===== src/hw/rtl/grayscale_color_tint_remap_top_defines.svh =====
// ----------------------------------------------------------------------------
// Tint remap assertion macros
// Shared concurrent assertion wrappers, compiled out when ASSERT_OFF is set.
// ----------------------------------------------------------------------------
`ifndef GRAYSCALE_COLOR_TINT_REMAP_TOP_DEFINES_SVH
`define GRAYSCALE_COLOR_TINT_REMAP_TOP_DEFINES_SVH

`ifndef ASSERT_OFF

// Property checked on every rising edge, suspended while reset is active.
`define GCTR_ASSERT(label, clk, rst_n, prop) \
    label: assert property (@(posedge clk) disable iff (!rst_n) prop) \
        else $error("gctr assertion failed");

// Property checked on every rising edge, reset included.
`define GCTR_ASSERT_ALWAYS(label, clk, prop) \
    label: assert property (@(posedge clk) prop) \
        else $error("gctr assertion failed");

`else

`define GCTR_ASSERT(label, clk, rst_n, prop)
`define GCTR_ASSERT_ALWAYS(label, clk, prop)

`endif

`endif


===== src/hw/rtl/gctr_pkg.sv =====
// ----------------------------------------------------------------------------
// Tint remap package
// Shared constants, register indexes and the per-component lane input type.
// ----------------------------------------------------------------------------
package gctr_pkg;

    // Component width and full-scale value.
    localparam int unsigned COMP_W = 8;
    localparam logic [COMP_W-1:0] FULL_SCALE = 8'hFF;

    // Number of color components handled side by side.
    localparam int unsigned NUM_COMP = 3;

    // Division pipeline: quotient bits resolved per stage and stage count.
    localparam int unsigned DIV_BITS_PER_STAGE = 2;
    localparam int unsigned NUM_DIV_STAGES = COMP_W / DIV_BITS_PER_STAGE;

    // Cycles from the accepting edge to the result strobe.
    localparam int unsigned LATENCY = NUM_DIV_STAGES + 2;

    // Configuration register indexes.
    localparam int unsigned CFG_IDX_W = 3;
    localparam logic [CFG_IDX_W-1:0] CFG_SOURCE_RED   = 3'd0;
    localparam logic [CFG_IDX_W-1:0] CFG_SOURCE_GREEN = 3'd1;
    localparam logic [CFG_IDX_W-1:0] CFG_SOURCE_BLUE  = 3'd2;
    localparam logic [CFG_IDX_W-1:0] CFG_TARGET_RED   = 3'd3;
    localparam logic [CFG_IDX_W-1:0] CFG_TARGET_GREEN = 3'd4;
    localparam logic [CFG_IDX_W-1:0] CFG_TARGET_BLUE  = 3'd5;

    // Reset value of every source and target register.
    localparam logic [COMP_W-1:0] CFG_RESET_VALUE = 8'd128;

    // What one lane needs from an item and the configuration.
    typedef struct packed {
        logic [COMP_W-1:0] comp;
        logic [COMP_W-1:0] source;
        logic [COMP_W-1:0] target;
    } t_lane_in;

endpackage


===== src/hw/rtl/gctr_lane.sv =====
// ----------------------------------------------------------------------------
// Tint remap lane
// Remaps one 8-bit component by the two-segment curve: operand select and
// multiply, a pipelined restoring divider, and the final offset add.
// ----------------------------------------------------------------------------
module gctr_lane (
    input  logic                          i_clk,
    input  gctr_pkg::t_lane_in            i_lane,
    output logic [gctr_pkg::COMP_W-1:0]   o_comp
);
    import gctr_pkg::*;

    localparam int unsigned NUM_W = 2 * COMP_W;

    // One restoring division step. The upper half holds the partial
    // remainder (always below the divisor), the lower half the dividend bits
    // still to consume, with quotient bits shifting in at the bottom.
    function automatic logic [NUM_W-1:0] div_step(
        input logic [NUM_W-1:0]  w,
        input logic [COMP_W-1:0] d
    );
        logic [COMP_W:0] trial;
        logic [COMP_W:0] diff;
        logic [NUM_W-1:0] res;
        trial = {w[NUM_W-1:COMP_W], w[COMP_W-1]};
        diff  = trial - {1'b0, d};
        if (trial >= {1'b0, d}) begin
            res = {diff[COMP_W-1:0], w[COMP_W-2:0], 1'b1};
        end else begin
            res = {trial[COMP_W-1:0], w[COMP_W-2:0], 1'b0};
        end
        return res;
    endfunction

    // Operand selection for the entry stage.
    logic                upper;
    logic [COMP_W-1:0]   mul_a;
    logic [COMP_W-1:0]   mul_b;
    logic [COMP_W-1:0]   n_div;
    logic [COMP_W-1:0]   n_off;
    logic [NUM_W-1:0]    n_num;

    always_comb begin
        upper = i_lane.comp > i_lane.source;
        if (upper) begin
            mul_a = FULL_SCALE - i_lane.target;
            mul_b = i_lane.comp - i_lane.source;
            n_div = FULL_SCALE - i_lane.source;
            n_off = i_lane.target;
        end else if (i_lane.source == '0) begin
            // Zero source and zero component: forced to a zero quotient.
            mul_a = '0;
            mul_b = '0;
            n_div = COMP_W'(1);
            n_off = '0;
        end else begin
            mul_a = i_lane.target;
            mul_b = i_lane.comp;
            n_div = i_lane.source;
            n_off = '0;
        end
        n_num = NUM_W'(mul_a) * NUM_W'(mul_b);
    end

    // Pipeline registers: index 0 is the entry stage, index k the state
    // after k division stages. The divisor is only needed up to the last
    // division stage.
    logic [NUM_W-1:0]  r_w   [NUM_DIV_STAGES+1];
    logic [COMP_W-1:0] r_div [NUM_DIV_STAGES];
    logic [COMP_W-1:0] r_off [NUM_DIV_STAGES+1];
    logic [COMP_W-1:0] r_out;

    // Entry stage captures the product, divisor and offset.
    always_ff @(posedge i_clk) begin
        r_w[0]   <= n_num;
        r_div[0] <= n_div;
        r_off[0] <= n_off;
    end

    // Each division stage resolves a fixed number of quotient bits.
    for (genvar k = 1; k <= NUM_DIV_STAGES; k++) begin : g_div
        logic [NUM_W-1:0] n_w;

        always_comb begin
            n_w = r_w[k-1];
            for (int unsigned b = 0; b < DIV_BITS_PER_STAGE; b++) begin
                n_w = div_step(n_w, r_div[k-1]);
            end
        end

        always_ff @(posedge i_clk) begin
            r_w[k]   <= n_w;
            r_off[k] <= r_off[k-1];
        end

        // Carry the divisor along to the next division stage.
        if (k < NUM_DIV_STAGES) begin : g_fwd
            always_ff @(posedge i_clk) begin
                r_div[k] <= r_div[k-1];
            end
        end
    end

    // Output stage: the quotient plus the segment offset stays within 8 bits.
    always_ff @(posedge i_clk) begin
        r_out <= r_off[NUM_DIV_STAGES] + r_w[NUM_DIV_STAGES][COMP_W-1:0];
    end

    assign o_comp = r_out;

endmodule


===== src/hw/rtl/grayscale_color_tint_remap_top.sv =====
// ----------------------------------------------------------------------------
// Grayscale color tint remap, top level
// Remaps each component of an RGB pixel by a two-segment linear curve that
// sends the source color to the target color.
// ----------------------------------------------------------------------------
//  Channel  | Ports                                        | Handshake
//  ---------+----------------------------------------------+------------------
//  pixel in | i_in_red, i_in_green, i_in_blue              | start, busy
//  pixel out| o_out_red, o_out_green, o_out_blue          | o_valid strobe
//  config   | i_cfg_idx, i_cfg_data                        | i_cfg_we
//
// One item is accepted every cycle; busy is never raised.
// Each item passes through one multiply stage, four divider stages of two
// quotient bits each, and one add stage.
// Synchronous active-low reset clears the valid pipeline and loads 128 into
// every source and target register. The receiver cannot stall the output.
// ----------------------------------------------------------------------------
`include "grayscale_color_tint_remap_top_defines.svh"

module grayscale_color_tint_remap_top (
    input  logic                             i_clk,
    input  logic                             i_rst_n,
    input  logic                             start,
    output logic                             busy,
    input  logic [gctr_pkg::COMP_W-1:0]      i_in_red,
    input  logic [gctr_pkg::COMP_W-1:0]      i_in_green,
    input  logic [gctr_pkg::COMP_W-1:0]      i_in_blue,
    output logic                             o_valid,
    output logic [gctr_pkg::COMP_W-1:0]      o_out_red,
    output logic [gctr_pkg::COMP_W-1:0]      o_out_green,
    output logic [gctr_pkg::COMP_W-1:0]      o_out_blue,
    input  logic                             i_cfg_we,
    input  logic [gctr_pkg::CFG_IDX_W-1:0]   i_cfg_idx,
    input  logic [gctr_pkg::COMP_W-1:0]      i_cfg_data
);
    import gctr_pkg::*;

    // The pipeline takes an item in every cycle.
    assign busy = 1'b0;

    logic accept;
    assign accept = start && !busy;

    // Configuration registers.
    logic [COMP_W-1:0] r_src [NUM_COMP];
    logic [COMP_W-1:0] r_tgt [NUM_COMP];

    always_ff @(posedge i_clk) begin
        if (!i_rst_n) begin
            for (int unsigned c = 0; c < NUM_COMP; c++) begin
                r_src[c] <= CFG_RESET_VALUE;
                r_tgt[c] <= CFG_RESET_VALUE;
            end
        end else if (i_cfg_we) begin
            unique case (i_cfg_idx)
                CFG_SOURCE_RED:   r_src[0] <= i_cfg_data;
                CFG_SOURCE_GREEN: r_src[1] <= i_cfg_data;
                CFG_SOURCE_BLUE:  r_src[2] <= i_cfg_data;
                CFG_TARGET_RED:   r_tgt[0] <= i_cfg_data;
                CFG_TARGET_GREEN: r_tgt[1] <= i_cfg_data;
                CFG_TARGET_BLUE:  r_tgt[2] <= i_cfg_data;
                default: begin
                    // Unused indexes are ignored.
                end
            endcase
        end
    end

    // Valid bits travel alongside the lane pipelines.
    logic [LATENCY-1:0] r_vld;
    logic [LATENCY-1:0] n_vld;

    assign n_vld = {r_vld[LATENCY-2:0], accept};

    always_ff @(posedge i_clk) begin
        if (!i_rst_n) begin
            r_vld <= '0;
        end else begin
            r_vld <= n_vld;
        end
    end

    assign o_valid = r_vld[LATENCY-1];

    // One lane per component.
    logic [COMP_W-1:0] in_comp  [NUM_COMP];
    logic [COMP_W-1:0] out_comp [NUM_COMP];

    assign in_comp[0] = i_in_red;
    assign in_comp[1] = i_in_green;
    assign in_comp[2] = i_in_blue;

    for (genvar c = 0; c < NUM_COMP; c++) begin : g_lane
        t_lane_in lane_in;

        assign lane_in.comp   = in_comp[c];
        assign lane_in.source = r_src[c];
        assign lane_in.target = r_tgt[c];

        gctr_lane u_lane (
            .i_clk  (i_clk),
            .i_lane (lane_in),
            .o_comp (out_comp[c])
        );
    end

    assign o_out_red   = out_comp[0];
    assign o_out_green = out_comp[1];
    assign o_out_blue  = out_comp[2];

    // Every accepted item yields a strobe after the fixed latency.
    `GCTR_ASSERT(a_item_to_result, i_clk, i_rst_n, accept |-> ##LATENCY o_valid)

    // No strobe without an item accepted the fixed latency earlier.
    `GCTR_ASSERT(a_result_has_item, i_clk, i_rst_n, o_valid |-> $past(accept, LATENCY))

    // Equal source and target make the red curve the identity.
    `GCTR_ASSERT(a_red_identity, i_clk, i_rst_n, (o_valid && $past(r_src[0] == r_tgt[0], LATENCY)) |-> (o_out_red == $past(i_in_red, LATENCY)))

    // A black pixel stays black whatever the configuration.
    `GCTR_ASSERT(a_black_stays, i_clk, i_rst_n, (o_valid && $past((i_in_red == '0) && (i_in_green == '0) && (i_in_blue == '0), LATENCY)) |-> ((o_out_red == '0) && (o_out_green == '0) && (o_out_blue == '0)))

    // The valid pipeline is empty right after a reset cycle.
    `GCTR_ASSERT_ALWAYS(a_reset_clears, i_clk, !$past(i_rst_n) |-> !o_valid)

endmodule

===== config.mk =====
export PLATFORM = sky130hd
export DESIGN_NAME = grayscale_color_tint_remap_top
export DESIGN_NICKNAME = d
export VERILOG_FILES = /design/src/hw/rtl/gctr_pkg.sv /design/src/hw/rtl/gctr_lane.sv /design/src/hw/rtl/grayscale_color_tint_remap_top.sv
export VERILOG_INCLUDE_DIRS = /design/src /design/src/hw/rtl
export SDC_FILE = /design/constraint.sdc
export NUM_CORES = 1
export LEC_CHECK = 0
export BUFFER_PORTS_ARGS = -buffer_cell sky130_fd_sc_hd__buf_2
export CAP_MARGIN = 5
export CORE_AREA = 2 2 233 235
export CTS_CLUSTER_DIAMETER = 50
export CTS_CLUSTER_SIZE = 28
export DETAILED_ROUTE_END_ITERATION = 12
export DIE_AREA = 0 0 235 237
export PLACE_DENSITY = 0.79
export REMOVE_ABC_BUFFERS = 1
export SLEW_MARGIN = 20
export SYNTH_ARGS = -nofsm -noshare
export SYNTH_HDL_FRONTEND = slang
export SYNTH_SLANG_ARGS = --single-unit

===== constraint.sdc =====
create_clock -name i_clk -period 9.9 [get_ports i_clk]
set_clock_uncertainty 0.05 [all_clocks]
set_input_delay 2.97 -clock i_clk [delete_from_list [all_inputs] [get_ports i_clk]]
set_output_delay 2.97 -clock i_clk [all_outputs]
set_load 0.005 [all_outputs]

==> results of run 1 <==
==> stage by stage <==
step / setup TNS [ps] / utilization / instances / hold WS, ps / instance area, sq um
floorplan: -23620 / - / 3084 / 259.6 / 30180
CTS: 0 / 0.6242 / 3941 / 273.1 / 33260
finish: 0 / 0.6247 / 3948 / 268.1 / 33280
detailed placement: 0 / 0.5914 / 3857 / 262.1 / 31510
global route: 0 / 0.6244 / 3943 / 269.6 / 33270
global placement: 0 / 0.5914 / 3857 / 260.0 / 31510
==> cell usage after synthesis, drive strengths merged (16+ instances only) <==
cell	number
dfxtp	462
inv	378
ha	345
o21ai	250
nand3	202
a21oi	144
nor2	140
fa	135
xnor2	133
nand2	106
mux2	97
clkbuf	85
o21a	53
and2	51
nor2b	51
edfxtp	48
a21o	41
nor3	39
mux2i	37
nand2b	34
xor2	34
nand4	31
o31a	27
o31ai	27
or3	23
buf	22
o211ai	20
a211oi	16
a21boi	16
o21bai	16
==> placed cells by master (no fill, tap or decap), types with 16 or more instances in the layout <==
cell type	instances
o21a_1	53
a21o_1	41
mux2i_1	37
xnor2_1	133
nand3_1	202
edfxtp_1	48
o21bai_1	16
mux2_2	87
o31ai_1	24
nand2b_1	34
nor2_1	140
nor3_1	36
dfxtp_1	462
o211ai_1	18
o21ai_0	240
nor2b_1	51
clkbuf_16	45
ha_1	345
xor2_1	34
fa_1	135
o31a_1	27
or3_1	23
nand2_1	105
a21oi_1	140
nand4_1	31
inv_1	378
buf_2	63
and2_1	51
==> sequential cells by signal, indices dropped and copies added, names as in the netlist <==
register	cells
g_lane.u_lane.r_w	216
g_lane.u_lane.r_off	120
g_lane.u_lane.r_div	96
g_lane.u_lane.o_comp	24
r_src	24
r_tgt	24
r_vld	6
==> logic make-up after synthesis <==
logic type | after synthesis | synth area share
and+or+nand+nor | 734 | 0.1229
AOI/OAI and AO/OA | 679 | 0.1408
DFF | 510 | 0.3490
buffers and inverters | 487 | 0.06124
adders and majority gates | 480 | 0.2292
xor gates and xnor gates | 167 | 0.04776
muxes | 134 | 0.04898
other | 1 | 0.0001224
==> final cells by class <==
class,instances,area [sq um],share of cell area
diodes,7,17.52,0.0005263
clock buffers,45,1126,0.03383
clock inverters,39,620.6,0.01865
inverters,379,1423,0.04274
multi-input cells,2195,18120,0.5443
flip-flops and latches,510,10690,0.3212
well taps,696,870.8,0.02616
repair buffers,77,420.4,0.01263
==> how the worst min path moves through the flow <==
| stage | start | end |
|---|---|---|
| floorplan | g_lane[0].u_lane.r_off[0][2] | g_lane[0].u_lane.r_off[0][10] |
| global placement | g_lane[0].u_lane.r_w[0][34] | g_lane[0].u_lane.r_w[0][52] |
| detailed placement | g_lane[0].u_lane.r_off[0][2] | g_lane[0].u_lane.r_off[0][10] |
| CTS | g_lane[1].u_lane.r_w[0][32] | g_lane[1].u_lane.r_w[0][50] |
| global route | g_lane[2].u_lane.r_off[0][16] | g_lane[2].u_lane.r_off[0][24] |
| finish | g_lane[0].u_lane.r_off[0][10] | g_lane[0].u_lane.r_off[0][18] |
==> per-layer routing <==
metal,wire length (um),up-vias,track usage
met5,46,-,0
met4,1373,8,0.06943
met3,4108,110,0.03859
met2,28870,613,0.3743
met1,27070,10230,0.2917
li1,-,11070,-
==> worst max-delay path: cells and delay by family <==
family	cells	cell delay [ps]
xor+xnor	1	160
buf+inv	7	730
fa+ha+maj	7	2950
compound gates	12	2670
==> impl_metrics.yaml, run 1 <==
synthesis:
  syn_avg_cell_area_sq_um: 9.595
  synth_flop_cell: "dfxtp_1"
  synth_area_leaders: "dfxtp_1 30%, ha_1 14%, fa_1 8.8%, edfxtp_1 4.7%, inv_1 4.6%"
  yosys_warnings: 0
  yosysTopAreaCellShare: 0.3020
  ys_ff_latch: 510
  synthDistinctLibCells: 88
  seq_area_frac_synth: 0.3490
  syn_inst: 3192
  yosysTopAreaCell: "dfxtp_1"
  async_flop_share: 0
  syn_area_sq_um: 30630
  synth_edf_count: 48
die:
  start_util: 0.5748
  design.core.area_sq_um: 53280
  die_w_um: 235
  io_pins: 65
  row_count: 85
  die_h_um: 237
  dieArea_sq_um: 55700
critical_path:
  r2r_setup_slack_ps: 2970
  crit_path_start_kind: "primary input"
  r2r_end: "g_lane[1].u_lane.r_w[0][15]"
  r2r-start: "r_src[0][8]"
  critPathCaptureType: "register"
  cpPeakStageDelay_ps: 640
  slowest_stage: "a2111oi_0"
  timing.reg2reg.worst_path_depth: 26
  crit_start: "i_in_blue[0]"
  crit_type: "primary input to register"
  cp-endpoint: "g_lane[2].u_lane.r_w[0][15]"
  arrival_ps: 9480
  worst_ep_required_time_ps: 10320
  cp_max_fo: 23
clock_tree:
  cts_hold_buffers: 0
  post-cts-setup-buffers: 0
  h-tree-depth: 2
  cts_tree: "yes"
  clkSinkCount: 510
  cts_buffer_depth: 3
  cts_made_buffers: 45
  root_buffer: "clkbuf_16"
  ctsResizeCount: 0
  clk_pin_slew_ps: 100
  insertion_delay_ps: 610
layout:
  drive_gt1_frac: 0.09214
  nets: 3727
  n_fill_cell: 4320
  syn_to_final_growth_pct: 8.673
global_route:
  antenna_found_initial: 10
  grt_usage: 0.2223
  grt_pass1_wl_um: 103700
  overflow: 0
  grt_max_degree: 31
  grt_pass1_vias: 21720
outcome:
  status: "complete, no violations"
timing:
  post-route-period-util: 0.9153
  drv_slew: 0
  slew_headroom: 0.3349
  hold_viol_final: 0
  fin_crit_ps: 9061
  worst_slack_ps: 838.9
  tightest_slew_ps: 987.2
  fmax_mhz: 110.4
  finalSetupViolCount: 0
  rsz0062_at_grt: "no"
min_path:
  holdCritPathClass: "register to register"
  holdPathStages: 0
detailed_routing:
  dr.pass1.iters: 6
  drt_iter0_drc: 1544
  drt-total-wl_um: 61470
  via_per_inst: 5.580
  antenna_left: 0
  avgRoutedWirePerCell_um: 15.57
  drc: 0
  dr_total_vias: 22030
flow_run:
  drv_cap: 0
placement:
  gp_congestion: 0.9198
  portBuffers: 63
  post-place-ws_ps: 231.2
  hpwl_um: 47490
Power of run 1 is not shown: default switching activity piles up to over one toggle a cycle in this logic, so the estimate is an artifact.
==> inputs of run 2 (changes only) <==
--- a/config.mk
+++ b/config.mk
@@ -16,5 +16,4 @@
 export PLACE_DENSITY = 0.79
 export REMOVE_ABC_BUFFERS = 1
-export SLEW_MARGIN = 20
 export SYNTH_ARGS = -nofsm -noshare
 export SYNTH_HDL_FRONTEND = slang
==> constraint.sdc (replaced) <==
create_clock -name i_clk -period 9.9 [get_ports i_clk]
set_clock_uncertainty 0.05 [all_clocks]
set_input_delay 0.99 -clock i_clk [delete_from_list [all_inputs] [get_ports i_clk]]
set_output_delay 0.99 -clock i_clk [all_outputs]
set_load 0.005 [all_outputs]
==> run 2 against run 1 <==
Effect of this change:
- count of clock-buffer cells in the layout fell by 2
- via count rose by 0.18%
- final area fell by 0.56%
- sequential share of layout area rose by 0.18 points
- critical path depth unchanged
- fmax grew 18%
- die area did not move
- non-clock buffer count shrank 8
==> impl_metrics.yaml, run 2 (same netlist as run 1, synthesis figures left out) <==
layout:
  n_fill_cell: 4335
  nets: 3716
  drive_gt1_frac: 0.08731
  syn_to_final_growth_pct: 8.068
  largest_reg_flops: 216
  final_cell_mix: "462 x dfxtp_1, 378 x inv_1, 345 x ha_1"
  final_common_cell: "dfxtp_1"
  antenna_cells: 0
  top_regs: "g_lane.u_lane.r_w (216), g_lane.u_lane.r_off (120), g_lane.u_lane.r_div (96)"
  regMostFlops: "g_lane.u_lane.r_w"
die:
  io_pins: 65
  start_util: 0.5748
  design.core.area_sq_um: 53280
  dieArea_sq_um: 55700
  row_count: 85
  die_w_um: 235
  die_h_um: 237
timing:
  post-route-period-util: 0.7740
  fin_setup_tns_ps: 0
  tightest_slew_ps: 1252
  rsz0062_at_grt: "no"
  fin_crit_ps: 7663
  slew_headroom: 0.1584
  hold_viol_final: 0
  drv_slew: 0
  fmax_mhz: 130.5
  finalSetupViolCount: 0
clock_tree:
  h-tree-depth: 2
  cts_made_buffers: 42
  clkSinkCount: 510
  root_buffer: "clkbuf_16"
  insertion_delay_ps: 590
  ctsResizeCount: 0
  cts_tree: "yes"
  post-cts-setup-buffers: 0
  clk_pin_slew_ps: 90
  cts_buffer_depth: 3
  cts_hold_buffers: 0
critical_path:
  r2r-start: "r_src[0][16]"
  critPathCaptureType: "register"
  arrival_ps: 8090
  timing.reg2reg.worst_path_depth: 25
  cp_max_fo: 54
  worst_ep_required_time_ps: 10330
  crit_path_start_kind: "primary input"
  crit_start: "i_in_blue[0]"
  crit_type: "primary input to register"
global_route:
  grt_usage: 0.2195
  antenna_found_initial: 7
  grt_pass1_wl_um: 102800
  grt_pass1_vias: 21360
  overflow: 0
  grt_max_degree: 55
placement:
  hpwl_um: 47220
  gp_congestion: 0.9410
  portBuffers: 63
min_path:
  holdCritPathClass: "register to register"
  hold_start: "g_lane[2].u_lane.r_w[0][37]"
  holdPathStages: 0
detailed_routing:
  dr.pass1.iters: 6
  drt_iter0_drc: 1540
  antenna_left: 0
  drt-total-wl_um: 61290
  dr_total_vias: 22070
  via_per_inst: 5.621
  drc: 0
  avgRoutedWirePerCell_um: 15.61
outcome:
  status: "complete, no violations"
flow_run:
  drv_cap: 0
==> run 2: changes by cell type in the layout (fill, tap and decap cells not counted), moves of 3 or more <==
| cell | delta |
|---|---|
| buf_4 | -8 |
| diode_2 | -7 |
| inv_16 | +6 |
| inv_8 | -5 |
| clkinv_16 | -4 |
| inv_6 | -3 |
| o21ai_0 | +3 |
| o21ai_1 | -3 |
==> run 2: final cells by class <==
cell class / count / area, sq um / share of cell area
multi-input combinational: 2195 / 18110 / 0.5470
sequential: 510 / 10690 / 0.3230
inverter: 379 / 1423 / 0.04298
clock buffer: 43 / 1076 / 0.03251
tap: 696 / 870.8 / 0.02631
clock inverter: 34 / 573.1 / 0.01731
timing repair buffer: 69 / 360.3 / 0.01089
==> run 2: path summary, 6_finish.rpt <==
check                                                    to  slack [ps]
worst max-delay path            g_lane[2].u_lane.r_w[0][15]        2240
worst min register to register  g_lane[2].u_lane.r_w[0][55]         260
worst max register to register  g_lane[2].u_lane.r_w[0][15]        2400
worst min-delay path            g_lane[2].u_lane.r_w[0][55]         260
==> run 2: metal layers <==
layer	global-route usage	vias to the layer above	wire, um
li1	-	11050	-
met1	0.2913	10240	27560
met3	0.03765	113	3742
met5	0	-	61
met4	0.06137	8	1459
met2	0.3693	658	28470
==> run 2: worst max-delay path, stage by stage <==
cell       delay, ps
buf_2            150
inv_1             70
ha_1             160
inv_1             50
fa_1             400
a21o_1           170
a21oi_1          210
o21bai_1         140
o41a_1           670
a21oi_4          310
buf_4            480
a31oi_1          200
fa_1             530
fa_1             500
inv_1             60
fa_1             530
inv_1             50
fa_1             520
inv_1             40
ha_1             330
o21a_1           120
o31a_1           130
o211ai_1         220
a21oi_1           90
a2111oi_0        600
a21oi_1          180
xnor2_1          170
==> run 2: stage by stage <==
step | worst slack [ps] | std cells | utilization | cell area [sq um] | hold slack, ps
5_1_grt | 1625 | 3926 | 0.6212 | 33100 | 267.0
3_3_place_gp | 1806 | 3849 | 0.5903 | 31450 | 259.5
2_1_floorplan | 382.8 | 3084 | - | 30180 | 259.6
3_5_place_dp | 1646 | 3849 | 0.5903 | 31450 | 262.1
4_1_cts | 2271 | 3926 | 0.6212 | 33100 | 264.2
6_report | 2237 | 3926 | 0.6212 | 33100 | 262.0
Power of run 2 is left out for the same reason.
